--- config.mk ---
export PLATFORM = sky130hd
export DESIGN_NAME = kse_cell
export DESIGN_NICKNAME = d
export VERILOG_FILES = /design/src/design/kse_pkg.sv /design/src/design/kse_cell.sv
export SDC_FILE = /design/constraint.sdc
export NUM_CORES = 1
export LEC_CHECK = 0
export BUFFER_PORTS_ARGS = -buffer_cell sky130_fd_sc_hd__buf_2
export CORE_ASPECT_RATIO = 1.2
export CORE_MARGIN = 10
export CORE_UTILIZATION = 35
export CTS_BUF_LIST = sky130_fd_sc_hd__clkbuf_8
export DETAILED_ROUTE_END_ITERATION = 7
export GPL_TIMING_DRIVEN = 0
export PLACE_DENSITY = 0.73
export SETUP_SLACK_MARGIN = 0.02
export SLEW_MARGIN = 20
export SYNTH_ARGS = -nofsm -noshare
export SYNTH_HDL_FRONTEND = slang
export SYNTH_SLANG_ARGS = --single-unit
--- constraint.sdc ---
create_clock -name aclk -period 5 [get_ports aclk]
set_clock_uncertainty 0.15 [all_clocks]
set_input_delay 1.25 -clock aclk [delete_from_list [all_inputs] [get_ports aclk]]
set_output_delay 1.25 -clock aclk [all_outputs]
set_load 0.05 [all_outputs]
--- src/design/kse_pkg.sv ---
// ----------------------------------------------------------------------------
// kse_pkg - shared types and constants for the key sort engine
// Payload structs, chain commands and control state shared by the cells,
// the controller, the top level and the checker.
// ----------------------------------------------------------------------------
package kse_pkg;

    // Store depth and key width
    localparam int MAX_KEYS     = 64;
    localparam int KEY_BITS     = 32;
    localparam int KEY_MSB      = KEY_BITS - 1;
    localparam int CNT_W        = $clog2(MAX_KEYS + 1);
    localparam int IN_KEY_W     = 32;
    localparam int SORTED_KEY_W = 32;

    typedef logic [KEY_BITS-1:0] key_t;
    typedef logic [CNT_W-1:0]    cnt_t;

    // Input transaction
    typedef struct packed {
        logic [IN_KEY_W-1:0] key;
        logic                end_of_set;
    } in_item_t;

    // Result transaction
    typedef struct packed {
        logic [SORTED_KEY_W-1:0] sorted_key;
        logic                    final_key;
        logic                    overflowed;
    } out_item_t;

    // Operation applied to every cell of the chain in a cycle
    typedef enum logic [1:0] {
        OP_HOLD,
        OP_INSERT,
        OP_POP,
        OP_ROTATE
    } chain_op_t;

    typedef struct packed {
        chain_op_t op;
        key_t      new_key;
        key_t      head_key;
    } chain_cmd_t;

    // Controller state
    typedef enum logic {
        ST_LOAD,
        ST_DRAIN
    } ctrl_state_t;

endpackage

--- src/design/kse_cell.sv ---
// ----------------------------------------------------------------------------
// kse_cell - one slot of the insertion chain
// Holds one key and its valid bit. On insert it keeps its key, takes the
// new key or its left neighbor's key; on pop it takes its right neighbor's
// key; on rotate an occupied slot takes it too, or the head key if last.
// ----------------------------------------------------------------------------
module kse_cell
    import kse_pkg::*;
(
    input  logic       aclk,
    input  logic       aresetn,
    input  chain_cmd_t cmd,
    input  logic       left_valid,
    input  logic       left_le,
    input  key_t       left_key,
    input  logic       right_valid,
    input  key_t       right_key,
    output logic       cell_valid,
    output logic       cell_le,
    output key_t       cell_key
);

    logic valid_reg, valid_next;
    key_t key_reg, key_next;

    // Held key is no larger than the key being inserted (unsigned order)
    assign cell_le    = valid_reg && (key_reg <= cmd.new_key);
    assign cell_valid = valid_reg;
    assign cell_key   = key_reg;

    // Next slot contents
    always_comb begin
        valid_next = valid_reg;
        key_next   = key_reg;
        case (cmd.op)
            OP_INSERT: begin
                if (cell_le) begin
                    valid_next = valid_reg;
                end else if (left_le) begin
                    valid_next = 1'b1;
                    key_next   = cmd.new_key;
                end else begin
                    valid_next = left_valid;
                    key_next   = left_key;
                end
            end
            OP_POP: begin
                valid_next = right_valid;
                key_next   = right_key;
            end
            OP_ROTATE: begin
                // last occupied slot takes the head key
                if (valid_reg) begin
                    key_next = right_valid ? right_key : cmd.head_key;
                end
            end
            default: begin
                valid_next = valid_reg;
            end
        endcase
    end

    always_ff @(posedge aclk) begin
        if (!aresetn) begin
            valid_reg <= 1'b0;
        end else begin
            valid_reg <= valid_next;
        end
    end

    always_ff @(posedge aclk) begin
        key_reg <= key_next;
    end

endmodule

# Word level (Yosys, flattened, before mapping)

Index checks and enable logic that the tools add are counted.

Reduce and logical (&&, ||, !) cells: 5
$lt $le $gt $ge: 1
Multiplexer cells: 8
Equality and inequality tests: 5

Operators with widths:

| cell                                                | number |
|---|---|
| two-way mux 32 bit                                  | 4 |
| case mux 32 bit (3 select lines)                    | 1 |
| less-or-equal comparator 32 bit                     | 1 |
| equality test 2 bit, second input constant          | 2 |
| != test 2 bit, second input constant                | 2 |
| AND reduction 3 bit                                 | 1 |
| nonzero test 3 bit                                  | 1 |
| equality test 2 x 1 -> 1 bit, second input constant | 1 |
| two-way mux 1 bit                                   | 2 |
| case mux 1 bit (2 select lines)                     | 1 |
| AND reduction 2 bit                                 | 1 |
| nonzero test 2 bit                                  | 1 |
| logical AND 1 bit                                   | 1 |

Bits of input ports: 135
Logic and storage cells: 21
Output and inout port bits: 34
Register bits after elaboration: 33

# Longest topological paths before layout

Word-level depth: 4
Depth in mapped cells: 8

# Worst setup path after synthesis

OpenSTA, ideal clock, no wires.

Kind: input-to-output
Start point: input port cmd[47] (netlist bit)
End point: output port cell_le
Arrival: 3.301 ns
Buffers on the path: 0
Slack: 0.299 ns
Cell stages on the path: 7
Required time: 3.600 ns
Path through: inv_1 -> ha_1 -> nand4_2 -> or4_4 -> o31ai_4 -> a2bb2oi_2 -> a21oi_1

Word-level cells in the longest chain between the ends: 2

RTL lines:

| what                            | line           | RTL |
|---|---|---|
| from (decl)                     | kse_cell.sv:12 | `input chain_cmd_t cmd,` |
| less-or-equal comparator 32 bit | kse_cell.sv:27 | `assign cell_le = valid_reg && (key_reg <= cmd.new_key);` |
| logical AND 1 bit               | kse_cell.sv:27 |  |
| to (decl)                       | kse_cell.sv:19 | `output logic cell_le,` |

No other way between the ends.

# Worst setup path after layout

Same ends and word-level chain as after synthesis.

==> reports/metrics.cfg <==
[hold_path]
hold_path_class = reg2reg
hp-start = cell_valid$_SDFFE_PN0P_

[die]
core-area_um2 = 8153
start_util_pct = 36.13
rows = 36
io_pins = 169
die_area_um2 = 12500
die_x_um = 103.7
die_h_um = 120.5

[setup_path]
critPathLaunch = cmd[47]
cpPeakStageDelay_ns = 0.58
cp_slowest_cell = or4_4
worst-endpoint-required_ns = 3.60
crit_fanout = 4
start_kind = input pin
path_cells = buf_2, inv_1, ha_1, nand4_2, or4_4, o31ai_4, a2bb2oi_2, a21oi_1, buf_2
r2r_setup_slack_ns = 1.82
arrival_ns = 3.20
critPathKind = in2out
endpoint_kind = output port
critical_path.most_common_cell = buf_2
r2r-start = cell_key[13]$_DFFE_PP_

[synthesis]
netlist_instances = 313
synth_area_leader_cell = edfxtp_1
synthTopCellsByArea = edfxtp_1, ha_1, mux2i_1
synth.avg_cell_area_um2 = 9.410
syn_area_um2 = 2945
yosysUniqueCellTypes = 31
synth_fp_nets = 480
synth.top_cell.area_share_pct = 32.63
yosys_warnings = 0
seq_area_frac_synth_pct = 33.31
ys_ff_latch = 33

[drt]
dr.pass1.iters = 4
avgRoutedWirePerCell_um = 18.22
drtIter0Drc = 104
ant_nets = 0
avgViaCountPerCell = 5.061
dr_total_vias = 3047
drc = 0
drt_wl_total_mm = 10.97

[finish]
final_cells = 602
fin_area_um2 = 4033
drive_above_1_share_pct = 37.70
post-route-util_pct = 49.46
fillCellCount = 801
nNetsFinal = 654
areaGrowthSynthToFinish_pct = 36.92
antennaDiodeCount = 0

[timing]
tightest_slew_ns = 0.7292
maxSlewHeadroom_pct = 51.39
finalHoldViolCount = 0
fin_crit_ns = 4.595
rsz0062_at_grt = no
setup-violations-final = 0
fin_crit_sh_pct = 91.91
max_freq_ghz = 0.2176
drv_slew = 0

[clock_network]
cts_max_level = 2
cts_tree = done
cts_made_buffers = 5
clockBufferDepth = 2
clkTransAtPathRegs_ns = 0.07
cts_sinks = 33
cts_setup_buffers = 0
clock_latency_ns = 0.28
hold_buffers = 0
postCtsResizedCells = 0
clk_root_buffer_cell = clkbuf_8

[job]
cap_violations = 0

[power]
p_leak_nw = 2.033
power_density_nw_per_um2 = 242.4
p_total_mw = 0.9774
ir_drop_uv = 133.4

[place]
dp_hpwl_mm = 9.000
numPlacedInstances = 594
dpl_cell_area_um2 = 3951
gp_congestion = 0.8070
port_buffers = 166

[global_route]
grt_overflow = 0
grt_pass1_wl_mm = 17.39
grt.total_usage_pct = 17.00
grt_start_max_net_pins = 19
grt_pass1_vias = 3406
antenna_found_initial = 0

[outcome]
outcome = complete, no violations

[cell families after synthesis]
logic type / synth area share, %
flip-flops: 33.30
multiplexers: 10.88
adder cells (fa/ha/maj): 13.59
buffers and inverters: 7.052
XOR/XNOR: 0.2974
AO/OA/AOI/OAI: 22.56
AND/OR/NAND/NOR: 12.32
[worst paths after layout]
path	endpoint	cells after the start
max	cell_le	9
min	cell_valid$_SDFFE_PN0P_	3
max reg2reg	cell_key[2]$_DFFE_PP_	8
min reg2reg	cell_valid$_SDFFE_PN0P_	3
[metrics by stage]
step	setup TNS, ns	hold slack (ns)	setup WS (ns)
6_report	0	0.6713	0.4046
2_1_floorplan	0	0.7861	0.2991
5_1_grt	0	0.7270	0.2742
4_1_cts	0	0.6794	0.3901
3_3_place_gp	-2.833	0.6468	-0.09135
3_5_place_dp	0	0.6634	0.3971
[per-layer routing]
layer / GRT usage (%) / routed length (um)
met5: 0 / 0
met4: 3.136 / 70
met1: 19.36 / 4489
met3: 5.154 / 783
met2: 30.91 / 5625
[sequential cells by signal, summed over array words and instances, names as in the netlist]
name,count
cell_key,32
cell_valid,1
[synthesized netlist by cell type]
master / count
o31ai_4: 1
xnor2_1: 1
inv_1: 35
a2111o_1: 1
buf_1: 2
o21ai_0: 5
buf_2: 4
dfxtp_1: 1
o311ai_0: 1
or4_4: 1
nor2b_1: 33
a2bb2oi_2: 1
o211ai_1: 4
a21oi_1: 47
o2111ai_1: 1
nand3_1: 4
edfxtp_1: 32
nand2_1: 6
nand4_2: 2
o221ai_1: 1
a211oi_1: 33
nand4_1: 6
a21o_1: 4
nand2b_1: 2
ha_1: 32
nor2_1: 4
mux2i_1: 32
clkbuf_1: 13
o21a_1: 2
o21bai_1: 1
nor4_2: 1
[power breakdown]
group          total [mW]  leakage, nW  internal, mW  switching (mW)
Sequential          0.366        0.317         0.348          0.0180
Combinational       0.414         1.67         0.145           0.269
Clock               0.198       0.0430        0.0939           0.104
[cell usage in the layout, fill, tap and decap left out, types with 2 or more instances in the layout]
cell | netlist | layout
clkbuf_8 | 0 | 5
inv_1 | 35 | 35
clkinv_1 | 0 | 2
edfxtp_1 | 32 | 32
o21a_1 | 2 | 2
o21ai_0 | 5 | 5
ha_1 | 32 | 32
a21oi_1 | 47 | 47
nor2_1 | 4 | 4
buf_1 | 2 | 2
a211oi_1 | 33 | 33
mux2i_1 | 32 | 32
buf_2 | 4 | 170
nand4_2 | 2 | 2
nand2b_1 | 2 | 2
o211ai_1 | 4 | 4
a21o_1 | 4 | 4
nand3_1 | 4 | 3
nand4_1 | 6 | 6
nand2_1 | 6 | 6
nor2b_1 | 33 | 33
clkbuf_1 | 13 | 13
[critical path, delay by kind of cell]
kind	cells	cell delay, ns
simple gates	2	0.75
compound gates	3	0.44
buf+inv	3	0.42
fa+ha+maj	1	0.32
[layout make-up]
type                       instances  area, um2  share of cell area, %
buffer                            19      76.32                  1.893
inverter                          35      131.4                  3.258
clock inverter                     3      12.51                 0.3103
clock buffer                       5      68.82                  1.706
tap                              114      142.6                  3.537
multi-input combinational        226       1762                  43.69
sequential                        33      980.9                  24.33
timing repair buffer             167      858.3                  21.28
No activity file was read; power rests on OpenSTA's default activity.
