## src/design/kse_pkg.sv

```systemverilog
// ----------------------------------------------------------------------------
// kse_pkg - shared types and constants for the key sort engine
// Payload structs, chain commands and control state shared by the cells,
// the controller, the top level and the checker.
// ----------------------------------------------------------------------------
package kse_pkg;

    // Store depth and key width
    localparam int MAX_KEYS     = 64;
    localparam int KEY_BITS     = 32;
    localparam int KEY_MSB      = KEY_BITS - 1;
    localparam int CNT_W        = $clog2(MAX_KEYS + 1);
    localparam int IN_KEY_W     = 32;
    localparam int SORTED_KEY_W = 32;

    typedef logic [KEY_BITS-1:0] key_t;
    typedef logic [CNT_W-1:0]    cnt_t;

    // Input transaction
    typedef struct packed {
        logic [IN_KEY_W-1:0] key;
        logic                end_of_set;
    } in_item_t;

    // Result transaction
    typedef struct packed {
        logic [SORTED_KEY_W-1:0] sorted_key;
        logic                    final_key;
        logic                    overflowed;
    } out_item_t;

    // Operation applied to every cell of the chain in a cycle
    typedef enum logic [1:0] {
        OP_HOLD,
        OP_INSERT,
        OP_POP,
        OP_ROTATE
    } chain_op_t;

    typedef struct packed {
        chain_op_t op;
        key_t      new_key;
        key_t      head_key;
    } chain_cmd_t;

    // Controller state
    typedef enum logic {
        ST_LOAD,
        ST_DRAIN
    } ctrl_state_t;

endpackage

```

## src/design/kse_ctrl.sv

```systemverilog
// ----------------------------------------------------------------------------
// kse_ctrl - load and drain sequencer
// Counts held keys, tracks overflow and keys with the sign bit set, and
// issues one chain command a cycle. In signed mode the unsigned-sorted
// chain is rotated so the negative keys come out first.
// ----------------------------------------------------------------------------
module kse_ctrl
    import kse_pkg::*;
(
    input  logic       aclk,
    input  logic       aresetn,
    input  logic       cfg_wr_en,
    input  logic       cfg_wr_data,
    input  logic       s_valid,
    output logic       s_ready,
    input  in_item_t   s_data,
    output logic       m_valid,
    input  logic       m_ready,
    output out_item_t  m_data,
    input  key_t       head_key,
    input  logic       second_valid,
    output chain_cmd_t cmd
);

    ctrl_state_t state_reg, state_next;
    cnt_t        held_reg, held_next;
    cnt_t        neg_reg, neg_next;
    logic        ovf_reg, ovf_next;
    logic        signed_keys_reg;
    logic        rotate;
    key_t        in_key;

    assign in_key = KEY_BITS'(s_data.key);

    // Head is a non-negative key while negative keys still wait behind it
    assign rotate = signed_keys_reg && !head_key[KEY_MSB] && (neg_reg != '0);

    // Result payload straight from the head cell
    assign m_data.sorted_key = SORTED_KEY_W'(head_key);
    assign m_data.final_key  = !second_valid;
    assign m_data.overflowed = ovf_reg;

    // Next state, counters and chain command
    always_comb begin
        state_next   = state_reg;
        held_next    = held_reg;
        neg_next     = neg_reg;
        ovf_next     = ovf_reg;
        s_ready      = 1'b0;
        m_valid      = 1'b0;
        cmd.op       = OP_HOLD;
        cmd.new_key  = in_key;
        cmd.head_key = head_key;
        case (state_reg)
            ST_LOAD: begin
                s_ready = 1'b1;
                if (s_valid) begin
                    if (held_reg < cnt_t'(MAX_KEYS)) begin
                        cmd.op    = OP_INSERT;
                        held_next = held_reg + cnt_t'(1);
                        neg_next  = neg_reg + cnt_t'(in_key[KEY_MSB]);
                    end else begin
                        ovf_next = 1'b1;
                    end
                    if (s_data.end_of_set) begin
                        state_next = ST_DRAIN;
                    end
                end
            end
            ST_DRAIN: begin
                if (rotate) begin
                    cmd.op = OP_ROTATE;
                end else begin
                    m_valid = 1'b1;
                    if (m_ready) begin
                        cmd.op   = OP_POP;
                        neg_next = neg_reg - cnt_t'(head_key[KEY_MSB]);
                        if (!second_valid) begin
                            state_next = ST_LOAD;
                            held_next  = '0;
                            neg_next   = '0;
                            ovf_next   = 1'b0;
                        end
                    end
                end
            end
            default: begin
                state_next = ST_LOAD;
            end
        endcase
    end

    always_ff @(posedge aclk) begin
        if (!aresetn) begin
            state_reg       <= ST_LOAD;
            held_reg        <= '0;
            neg_reg         <= '0;
            ovf_reg         <= 1'b0;
            signed_keys_reg <= 1'b0;
        end else begin
            state_reg <= state_next;
            held_reg  <= held_next;
            neg_reg   <= neg_next;
            ovf_reg   <= ovf_next;
            if (cfg_wr_en) begin
                signed_keys_reg <= cfg_wr_data;
            end
        end
    end

endmodule

```

## config.mk

```make
export PLATFORM = sky130hd
export DESIGN_NAME = kse_ctrl
export DESIGN_NICKNAME = d
export VERILOG_FILES = /design/src/design/kse_pkg.sv /design/src/design/kse_ctrl.sv
export SDC_FILE = /design/constraint.sdc
export NUM_CORES = 1
export LEC_CHECK = 0
export BUFFER_PORTS_ARGS = -buffer_cell sky130_fd_sc_hd__clkbuf_2
export CORE_MARGIN = 2
export CORE_UTILIZATION = 40
export CTS_CLUSTER_DIAMETER = 50
export CTS_CLUSTER_SIZE = 16
export DETAILED_ROUTE_END_ITERATION = 10
export PLACE_DENSITY_LB_ADDON = 0.2
export SLEW_MARGIN = 25
export SYNTH_ARGS = -nofsm -noshare
export SYNTH_HDL_FRONTEND = slang
export SYNTH_SLANG_ARGS = --single-unit
```

## constraint.sdc

```tcl
create_clock -name aclk -period 2.9 [get_ports aclk]
set_input_delay 0.58 -clock aclk [delete_from_list [all_inputs] [get_ports aclk]]
set_output_delay 0.58 -clock aclk [all_outputs]
set_load 0.03 [all_outputs]
```

; ---- Word level (Yosys, flattened, before mapping)
; Cells that the tools add are included.
[totals]
input_bits = 72
reg_bits = 17
output_inout_bits = 102
elab_cells = 56
[op_classes]
order_cmp = 1
n_addsub = 3
bitwise = 1
eq_ne = 6
reduce_logical = 8
n_mux = 32
[op_table]
columns = cell, count
row1 = two-way mux 7 bit, 10
row2 = one-hot mux 7 bit (2 select lines), 2
row3 = two-way mux 1 bit, 15
row4 = != test 2 bit (second input constant), 6
row5 = AND reduction 5 bit, 2
row6 = adder 7 x 1 -> 7 bit, 1
row7 = adder 7 x 1 -> 7 bit (second input constant), 1
row8 = less-than comparator 7 bit (second input constant), 1
row9 = nonzero test 7 bit, 1
row10 = subtractor 7 x 1 -> 7 bit, 1
row11 = two-way mux 2 bit, 2
row12 = one-hot mux 1 bit (2 select lines), 2
row13 = one-hot mux 2 bit (2 select lines), 1
row14 = AND reduction 4 bit, 1
row15 = logical AND 1 bit, 2
row16 = logical NOT 1 bit, 2
row17 = inverter 1 bit, 1

; ---- Logic depth before layout (Yosys ltp)
[logic_depth]
word_depth = 5
ltp_mapped = 7
ltp_nobuf = 7

; ---- Worst setup path before layout
; No wires, ideal clock.
[synth_path]
path_kind = input to output
start = input head_key[31]
end = output cmd[65] (netlist bit)
path_buffers = 0
t_arrival_ps = 1550
t_required_ps = 2320
path_stages = 4
path_slack_ps = 770
path_cell_list = nand2b_1 > a21oi_1 > nor2_1 > nor2_1
[synth_lines]
columns = item, line_no
row1 = start: declaration, kse_ctrl.sv:20  ; input key_t head_key,
row2 = end: declaration, kse_ctrl.sv:22  ; output chain_cmd_t cmd

==> impl_metrics.json <==
{
  "num_antenna_cells": 0,
  "area_growth_pct": -30.6,
  "async_flop_share_pct": 0,
  "clock_latency_ns": 0.26,
  "gp_congestion": 0.932,
  "whs_ns": 0.489,
  "p_per_area_nw_per_um2": 433,
  "yosysWarnings": 0,
  "vdd.ir_drop.worst_v": 0.000225,
  "synth_fp_nets": 303,
  "end_kind": "output pin",
  "track_usage_pct": 12.9,
  "cp-start-kind": "flop",
  "setup_viol": 0,
  "routedWlPerCell_um": 16.1,
  "vias_per_cell": 5.68,
  "htree_levels": 1,
  "rsz0062_at_grt": "false",
  "drive_gt1_share_pct": 20.5,
  "die_w_um": 71.1,
  "layout_common_cells": "18 x clkbuf_2, 17 x dfxtp_1, 11 x nor2_1, 11 x nand2_1, 9 x a21oi_1",
  "min_period_ns": 2.38,
  "tns_ns": 0,
  "fin_skew_ns": 0.00439,
  "cts_buffers": 3,
  "grt_pass1_wl_um": 5220,
  "row_count": 24,
  "cap_violations": 0,
  "outcome": "finished, final reports clean",
  "switchingPower_mw": 0.167,
  "cp.buffers_inverters": 2,
  "leakage_nw": 0.469,
  "vias": 1124,
  "route.detailed.drc": 0,
  "path_clk_slew_ns": 0.07,
  "ant_nets": 0,
  "totalWireLength_um": 3190,
  "synthCells": 226,
  "finalHoldViolations": 0,
  "synth_seq_cells": 17,
  "design_area_um2": 1250,
  "ys_seq_area_share_pct": 18.9,
  "finalWorstSetupSlack_ns": 0.518,
  "io_pins": 174,
  "fp.dieH_um": 71.1,
  "fmax_mhz": 420,
  "power.share.combinational_pct": 19.7,
  "n_fill_cell": 467,
  "intPower_mw": 0.375,
  "cp_slowest_cell": "dfxtp_1",
  "finalCritPeriodShare_pct": 82.1,
  "clock_sinks": 17,
  "arrival_ns": 1.80,
  "port_buffers": 18,
  "grt_pass1_vias": 1089,
  "clock_path_buffers": 2,
  "final_common_cell": "clkbuf_2",
  "tightest_slew_ns": 0.622,
  "hpwl_um": 2390,
  "p_seq_share_pct": 47.2,
  "worstHoldPathType": "flop to flop",
  "worst-path-max-fanout": 17,
  "ctsResizeCount": 0,
  "slew_headroom_pct": 58.5,
  "sw_frac_of_total_pct": 30.7,
  "synth_edf_count": 0,
  "cts_hold_buf": 0,
  "cp.required_ns": 2.32,
  "cp_slowest_stage_delay_ns": 0.63,
  "dr.pass1.iters": 4,
  "syn_avg_cell_area_um2": 7.98,
  "netlist-cell-type-count": 46,
  "cts_root_buf": "clkbuf_8",
  "cts_setup_buffers": 0,
  "antenna_found_initial": 0,
  "initial_core_util_pct": 41.4,
  "die-area_um2": 5060,
  "synth_ff_type": "dfxtp_1",
  "syn_area_um2": 1800,
  "overflow": 0,
  "cts_tree": "yes",
  "cp_top_family": "flip-flops",
  "coreArea_um2": 4350,
  "grt_max_degree": 18,
  "crit_type": "flop to output pin",
  "clock_power_share_pct": 33.1,
  "place_ws_ns": 0.752,
  "crit_chain": "inv_1, a211oi_2, or2_2, clkbuf_2",
  "drv_slew": 0,
  "dpl_cell_area_um2": 1200,
  "final_nets": 224,
  "first_iter_violations": 58
}
power by group through the flow:
stage	Clock (mW)	Sequential (mW)	Combinational, mW
floorplan	0	0.254	0.322
global placement	0	0.260	0.106
detailed placement	0	0.261	0.106
CTS	0.193	0.255	0.106
global route	0.196	0.257	0.118
finish	0.179	0.256	0.106
Yosys cell counts (all sizes together), types with 2 or more instances:
cell type / number / area (um2)
buf: 101 / 757
inv: 4 / 15.0
nor3: 3 / 15.0
o41ai: 2 / 17.5
nand2: 11 / 41.3
o21ai: 5 / 25.0
nor3b: 2 / 15.0
o221a: 2 / 22.5
nor2: 11 / 41.3
o22ai: 2 / 12.5
nand2b: 3 / 18.8
a31oi: 4 / 25.0
a2111oi: 2 / 17.5
dfxtp: 17 / 340
ha: 5 / 62.6
a211oi: 7 / 57.6
or4: 2 / 15.0
nand3: 7 / 35.0
a21oi: 9 / 45.0
clkbuf: 3 / 11.3
o211ai: 3 / 22.5
or2: 2 / 12.5
routing by layer:
| metal | routed length (um) | vias to the layer above | GRT usage [%] |
|---|---|---|---|
| met3 | 273 | 19 | 5.13 |
| li1 | - | 531 | - |
| met1 | 1380 | 522 | 15.4 |
| met4 | 89 | 0 | 5.66 |
| met5 | 0 | - | 0 |
| met2 | 1440 | 52 | 20.6 |
logic make-up (layout without fill, tap and decap cells):
group / Yosys count / in the layout / share of synthesized area [%]
buffers and inverters: 109 / 29 / 43.6
and+or+nand+nor: 49 / 49 / 15.1
AOI/OAI and AO/OA: 45 / 45 / 18.3
DFF: 17 / 17 / 18.9
adders and majority gates: 5 / 5 / 3.47
muxes: 1 / 1 / 0.555
final timing paths:
kind / start / endpoint / slack [ns] / depth (start not counted)
min: ovf_reg / ovf_reg / 0.49 / 2
max: state_reg / cmd[64] / 0.52 / 4
min reg2reg: ovf_reg / ovf_reg / 0.49 / 2
max reg2reg: state_reg / neg_reg[4] / 0.91 / 4
worst min-delay path, cell delays in order, from the launching register on:
cell     delay (ns)
dfxtp_1        0.31
o21ai_0        0.07
a21oi_1        0.06
layout make-up:
cell class / count / area, um2 / share of cell area, %
clock buffer: 3 / 41.3 / 3.30
multi-input combinational: 100 / 676 / 54.0
inverter: 5 / 18.8 / 1.50
timing repair buffer: 20 / 105 / 8.40
sequential: 17 / 340 / 27.2
clock inverter: 1 / 5.00 / 0.400
tap: 52 / 65.1 / 5.20
through the flow:
stage | total power, mW | std cells | util, %
5_1_grt | 0.571 | 198 | 28.7
4_1_cts | 0.554 | 198 | 28.7
3_3_place_gp | 0.366 | 194 | 27.7
3_5_place_dp | 0.366 | 194 | 27.7
6_report | 0.542 | 198 | 28.7
2_1_floorplan | 0.577 | 226 | -
Note: power is estimated with default switching activity, not from simulation.
